<file path="config.mk">
export PLATFORM = sky130hd
export DESIGN_NAME = yuyv_to_rgb_converter
export DESIGN_NICKNAME = d
export VERILOG_FILES = /design/src/rtl/yuyv2rgb_pkg.sv /design/src/rtl/yuyv2rgb_chroma.sv /design/src/rtl/yuyv2rgb_lane.sv /design/src/rtl/yuyv_to_rgb_converter.sv
export SDC_FILE = /design/constraint.sdc
export NUM_CORES = 1
export LEC_CHECK = 0
export CORE_MARGIN = 4
export CORE_UTILIZATION = 56
export CTS_CLUSTER_SIZE = 14
export DETAILED_ROUTE_END_ITERATION = 8
export DONT_BUFFER_PORTS = 1
export GPL_TIMING_DRIVEN = 0
export PLACE_DENSITY = 0.71
export SYNTH_ARGS = -nofsm -noshare
export SYNTH_HDL_FRONTEND = slang
export SYNTH_HIERARCHICAL = 1
export SYNTH_SLANG_ARGS = --single-unit
export TNS_END_PERCENT = 50
</file>
<file path="constraint.sdc">
create_clock -name i_clk -period 18.8 [get_ports i_clk]
set_input_delay 2.82 -clock i_clk [delete_from_list [all_inputs] [get_ports i_clk]]
set_output_delay 2.82 -clock i_clk [all_outputs]
set_load 0.005 [all_outputs]
</file>
<file path="src/rtl/yuyv2rgb_pkg.sv">
// shared constants and types for the yuyv to rgb converter
`default_nettype none
package yuyv2rgb_pkg;

    localparam int unsigned PIX_W   = 8;
    localparam int unsigned CHR_W   = PIX_W + 1;
    localparam int unsigned FRAC_W  = 16;
    localparam int unsigned COEF_W  = 18;
    localparam int unsigned SUM_W   = 27;
    localparam int unsigned WHOLE_W = SUM_W - FRAC_W - 1;
    localparam int unsigned PROD_W  = 2 * PIX_W;

    localparam logic [PIX_W-1:0]         CHROMA_MID = 8'd128;
    localparam logic [PIX_W-1:0]         CH_MAX     = 8'd255;
    localparam logic [PIX_W-1:0]         SCALE_MUL  = 8'd220;

    localparam logic signed [COEF_W-1:0] COEF_RV = 18'sd89831;
    localparam logic signed [COEF_W-1:0] COEF_GV = 18'sd45744;
    localparam logic signed [COEF_W-1:0] COEF_GU = 18'sd22127;
    localparam logic signed [COEF_W-1:0] COEF_BU = 18'sd113538;

    typedef struct packed {
        logic signed [SUM_W-1:0] rv;
        logic signed [SUM_W-1:0] gv;
        logic signed [SUM_W-1:0] gu;
        logic signed [SUM_W-1:0] bu;
    } t_chroma;

    typedef struct packed {
        logic [PIX_W-1:0] red;
        logic [PIX_W-1:0] green;
        logic [PIX_W-1:0] blue;
    } t_rgb;

endpackage
`default_nettype wire

</file>
<file path="src/rtl/yuyv2rgb_chroma.sv">
// shared chroma product stage feeding both pixel lanes
`default_nettype none
module yuyv2rgb_chroma
    import yuyv2rgb_pkg::*;
(
    input  wire logic             i_clk,
    input  wire logic             i_en,
    input  wire logic [PIX_W-1:0] i_chroma_blue,
    input  wire logic [PIX_W-1:0] i_chroma_red,
    output t_chroma               o_chroma
);

    logic signed [CHR_W-1:0] cb;
    logic signed [CHR_W-1:0] cr;
    t_chroma                 n_chroma;
    t_chroma                 r_chroma;

    always_comb begin
        cb = $signed({1'b0, i_chroma_blue}) - $signed({1'b0, CHROMA_MID});
        cr = $signed({1'b0, i_chroma_red})  - $signed({1'b0, CHROMA_MID});
        n_chroma.rv = SUM_W'(cr) * SUM_W'(COEF_RV);
        n_chroma.gv = SUM_W'(cr) * SUM_W'(COEF_GV);
        n_chroma.gu = SUM_W'(cb) * SUM_W'(COEF_GU);
        n_chroma.bu = SUM_W'(cb) * SUM_W'(COEF_BU);
    end

    always_ff @(posedge i_clk) begin
        if (i_en) begin
            r_chroma <= n_chroma;
        end
    end

    assign o_chroma = r_chroma;

endmodule
`default_nettype wire

</file>
<file path="src/rtl/yuyv2rgb_lane.sv">
// one pixel lane: channel sums, floor, clamp and 220/256 scaling
`default_nettype none
module yuyv2rgb_lane
    import yuyv2rgb_pkg::*;
(
    input  wire logic             i_clk,
    input  wire logic             i_en,
    input  wire logic [PIX_W-1:0] i_luma,
    input  wire t_chroma          i_chroma,
    output t_rgb                  o_rgb
);

    function automatic logic [PIX_W-1:0] finish_channel(input logic signed [SUM_W-1:0] sum);
        logic [WHOLE_W-1:0] whole;
        logic [PIX_W-1:0]   clamped;
        logic [PROD_W-1:0]  prod;
        whole = sum[SUM_W-2:FRAC_W];
        if (whole > WHOLE_W'(CH_MAX)) begin
            clamped = CH_MAX;
        end else begin
            clamped = whole[PIX_W-1:0];
        end
        prod = PROD_W'(clamped) * PROD_W'(SCALE_MUL);
        if (sum[SUM_W-1]) begin
            return '0;
        end
        return prod[PROD_W-1:PIX_W];
    endfunction

    logic signed [SUM_W-1:0] base;
    logic signed [SUM_W-1:0] sum_r;
    logic signed [SUM_W-1:0] sum_g;
    logic signed [SUM_W-1:0] sum_b;
    t_rgb                    n_rgb;
    t_rgb                    r_rgb;

    always_comb begin
        base  = $signed({{(SUM_W-PIX_W-FRAC_W){1'b0}}, i_luma, {FRAC_W{1'b0}}});
        sum_r = base + i_chroma.rv;
        sum_g = base - i_chroma.gv - i_chroma.gu;
        sum_b = base + i_chroma.bu;
        n_rgb.red   = finish_channel(sum_r);
        n_rgb.green = finish_channel(sum_g);
        n_rgb.blue  = finish_channel(sum_b);
    end

    always_ff @(posedge i_clk) begin
        if (i_en) begin
            r_rgb <= n_rgb;
        end
    end

    assign o_rgb = r_rgb;

endmodule
`default_nettype wire

</file>
<file path="src/rtl/yuyv_to_rgb_converter.sv">
// top level: yuyv group in, two rgb pixels out
// Each accepted YUYV word (two luma samples sharing one U and one V sample) gives
// one output word of two RGB pixels, every channel in 0..219. The block takes a new
// word every cycle while the output is not stalled. A word passes the shared chroma
// multiplier stage and then the per-pixel lane stage, the output register, to o_valid.
// While the output is stalled the chroma stage still takes one more word, and ready
// stays high whenever the output register is empty.
`default_nettype none
module yuyv_to_rgb_converter
    import yuyv2rgb_pkg::*;
(
    input  wire logic             i_clk,
    input  wire logic             i_rst_n,
    input  wire logic             i_valid,
    output logic                  o_ready,
    input  wire logic [PIX_W-1:0] i_luma_first,
    input  wire logic [PIX_W-1:0] i_chroma_blue,
    input  wire logic [PIX_W-1:0] i_luma_second,
    input  wire logic [PIX_W-1:0] i_chroma_red,
    input  wire logic             i_frame_last_in,
    output logic                  o_valid,
    input  wire logic             i_ready,
    output logic [PIX_W-1:0]      o_red_first,
    output logic [PIX_W-1:0]      o_green_first,
    output logic [PIX_W-1:0]      o_blue_first,
    output logic [PIX_W-1:0]      o_red_second,
    output logic [PIX_W-1:0]      o_green_second,
    output logic [PIX_W-1:0]      o_blue_second,
    output logic                  o_frame_last_out
);

    logic             r_v1;
    logic             r_v2;
    logic             n_v1;
    logic             n_v2;
    logic             en1;
    logic             en2;
    logic [PIX_W-1:0] r_luma_first;
    logic [PIX_W-1:0] r_luma_second;
    logic             r_last1;
    logic             r_last2;
    t_chroma          chroma;
    t_rgb             rgb_first;
    t_rgb             rgb_second;

    always_comb begin
        en2  = !r_v2 || i_ready;
        en1  = !r_v1 || en2;
        n_v1 = en1 ? i_valid : r_v1;
        n_v2 = en2 ? r_v1 : r_v2;
    end

    always_ff @(posedge i_clk) begin
        if (!i_rst_n) begin
            r_v1 <= 1'b0;
            r_v2 <= 1'b0;
        end else begin
            r_v1 <= n_v1;
            r_v2 <= n_v2;
        end
    end

    always_ff @(posedge i_clk) begin
        if (en1) begin
            r_luma_first  <= i_luma_first;
            r_luma_second <= i_luma_second;
            r_last1       <= i_frame_last_in;
        end
        if (en2) begin
            r_last2 <= r_last1;
        end
    end

    yuyv2rgb_chroma u_chroma (
        .i_clk         (i_clk),
        .i_en          (en1),
        .i_chroma_blue (i_chroma_blue),
        .i_chroma_red  (i_chroma_red),
        .o_chroma      (chroma)
    );

    yuyv2rgb_lane u_lane_first (
        .i_clk    (i_clk),
        .i_en     (en2),
        .i_luma   (r_luma_first),
        .i_chroma (chroma),
        .o_rgb    (rgb_first)
    );

    yuyv2rgb_lane u_lane_second (
        .i_clk    (i_clk),
        .i_en     (en2),
        .i_luma   (r_luma_second),
        .i_chroma (chroma),
        .o_rgb    (rgb_second)
    );

    // merge both lanes into the output word
    assign o_ready          = en1;
    assign o_valid          = r_v2;
    assign o_red_first      = rgb_first.red;
    assign o_green_first    = rgb_first.green;
    assign o_blue_first     = rgb_first.blue;
    assign o_red_second     = rgb_second.red;
    assign o_green_second   = rgb_second.green;
    assign o_blue_second    = rgb_second.blue;
    assign o_frame_last_out = r_last2;

endmodule
`default_nettype wire

</file>
==> metrics.md <==
| Metric | Value |
|---|---|
| # resized after CTS | 0 |
| Finished Core Util | 0.6025 |
| Num CTS Buffers | 17 |
| Worst-path cell chain | clkinv_1, ha_1, inv_1, ha_1, inv_1, fa_1, inv_1, fa_1, ha_1, ha_1, a211o_1, a21oi_1, o21bai_1, a21oi_1, o221ai_1, a21oi_1, xnor2_1 |
| Global route overflow | 0 |
| Final Wtd Congestion | about 0.88 |
| Vias in the first global route | approximately 17,000 |
| R2R Setup Slk | between 10,000 and 15,000 ps |
| Area grow syn2layout | 5.471% |
| Initial antenna violation count | 0 |
| Clock skew | approximately 9 ps |
| Chip Width | between 200 and 250 um |
| Diode count | 0 |
| Cell count after synthesis | between 2,000 and 2,500 |
| CP peak stage delay | slightly below 600 ps |
| Final Cycle Share | 0.4016 |
| Worst hold path type | flop to flop |
| Vias post-DR | roughly 16,000 |
| Register clock-pin slew on the reported worst setup and hold paths | about 70 ps |
| Share of post-route cells with drive strength above 1 | 0.05274 |
| Root Driver | clkbuf_16 |
| FF-to-FF End | u_lane_first/o_rgb[15] |
| Setup repair bufs after CTS | 0 |
| Final TNS setup | 0 ps |
| Hold path cells | 0 |
| CP Capture Type | flop |
| Reg2reg path depth | 27 |
| Post-DP HPWL | 41,470 um |
| Hold EP | o_frame_last_out |
| Min Clock Period, post-route | ~7500 ps |
| Worst-Margin Slew | between 1000 and 1500 ps |
| DRC | 0 |
| PortBufs | 0 |
| Worst skew pair latency | 450 ps |
| CTS max path bufs | 2 |
| GR Util All Layers | 0.2225 |
| Final slew viol count | 0 |
| Yosys warning count | 6 |
| Post-Route WL | ~48,000 um |
| CTS tree | done |
| Initial DRC count | 766 |
| # IOs | between 80 and 90 |
| Hold Startpoint | r_last1 |
| Initial Util | 0.5713 |
| CP Max Fanout | 15 |
| First-pass GRT wire length | 81,740 um |
| Worst R2R Start | r_luma_first[0] |
| Critical Path AT | roughly 7700 ps |
| Unrepaired setup endpoints after global routing | no |
| Max Cap Violations | 0 |
| Largest net degree at the start of global routing | slightly above 50 |
| Fmax | approximately 130 MHz |
| Startpoint Class | primary input |
| DR WL/cell | 16.14 um |
| Floorplan core area | 0.04111 mm^2 |
| Status | completed |
| Cell family with most CP delay | adder cells |
| Sink Count | 137 |
| FP Rows | 74 |
| Worst Path Required | between 15,000 and 20,000 ps |
| Die H | roughly 210 um |
| Finish-stage setup viols | 0 |
| Critical path class | primary input to flop |
| Hold-fix buffers at CTS | 0 |
| Slowest stage cell, crit path | ha_1 |
| Nets | roughly 3,200 |
| Top cell by count, worst path | ha_1 |
| Design area | roughly 0.025 mm^2 |
| Pre-antenna DRT Iters | 5 |
| Slew headroom | 0.2910 |
| Via density | ~5.4 |
| Mapped Area | between 0.02 and 0.025 mm^2 |
| Die area | between 0.04 and 0.05 mm^2 |
| # fillers | approximately 3,500 |
| Syn_area_per_cell | 9.822 um^2 |
| Worst path bufs/invs | 4 |
| Htree depth | 4 |
| Antenna viol nets, final | 0 |
| Final Hold Viols | 0 |
| DP Area | between 0.02 and 0.025 mm^2 |
## per-stage QoR
stage	setup WS (ps)	hold WS (ps)	instances
floorplan	11280	400.3	2394
global placement	10350	403.6	2926
detailed placement	10810	418.4	2927
CTS	11270	441.4	2959
global route	10920	454.6	2959
finish	11250	444.3	2959
## sequential cells by signal, summed over array words and instances, names as in the netlist
signal,cells
u_lane_second/o_rgb,24
u_lane_first/o_rgb,24
u_chroma/o_chroma,69
r_v1,1
r_luma_second,8
r_luma_first,8
o_frame_last_out,1
r_last1,1
o_valid,1
## routing by layer
layer  GRT usage  routed length, um
met1      0.2875              21470
met5           0                  0
met4     0.06442               1068
met3     0.03497               1655
met2      0.3887              23570
## worst reg2reg max path: cells and delay by family (launching register included)
family	cells	cell delay [ps]
fa+ha+maj	6	2800
simple gates	7	1020
buf+inv	5	400
flops	1	600
xor+xnor	1	210
compound gates	8	1930
## layout make-up
cell class	count	area, um^2	area share
multi-input combinational	1707	17290	0.6981
tap	532	665.6	0.02687
sequential	137	4094	0.1653
clock buffer	17	425.4	0.01717
buffer	18	120.1	0.004849
inverter	532	1997	0.08062
timing repair buffer	1	27.53	0.001111
clock inverter	15	147.6	0.005961
## cells in the final DEF (no fill, tap or decap), types with 8 or more instances in the layout
cell	count
or2_2	30
o21ai_0	51
a21o_1	50
clkbuf_16	17
o21a_1	23
a211oi_1	15
nand2_1	74
ha_1	522
nor2b_1	32
nand3_1	25
o21bai_1	20
fa_1	230
nor2_1	109
buf_4	9
and2_1	12
nand2b_1	25
xor2_1	50
inv_1	529
xnor2_1	94
a21oi_1	126
nand4_1	9
o21ai_1	9
and3_1	13
edfxtp_1	135
nor3_1	41
a31oi_1	8
## how the worst max path moves through the flow
stage                                 from                     to  slack, ps  cells after the start
after global placement             i_ready                o_ready      10350                      2
after global routing      i_chroma_blue[7]  u_chroma/o_chroma[50]      10920                     19
final                     i_chroma_blue[7]  u_chroma/o_chroma[50]      11250                     17
after CTS                 i_chroma_blue[7]  u_chroma/o_chroma[50]      11270                     17
after detailed placement  i_chroma_blue[7]  u_chroma/o_chroma[50]      10810                     17
after floorplan                    i_ready                o_ready      11280                      2
Power is left out: the tool's default activity adds up to more than one toggle a clock period on the data nets, which glitch-free logic cannot reach.
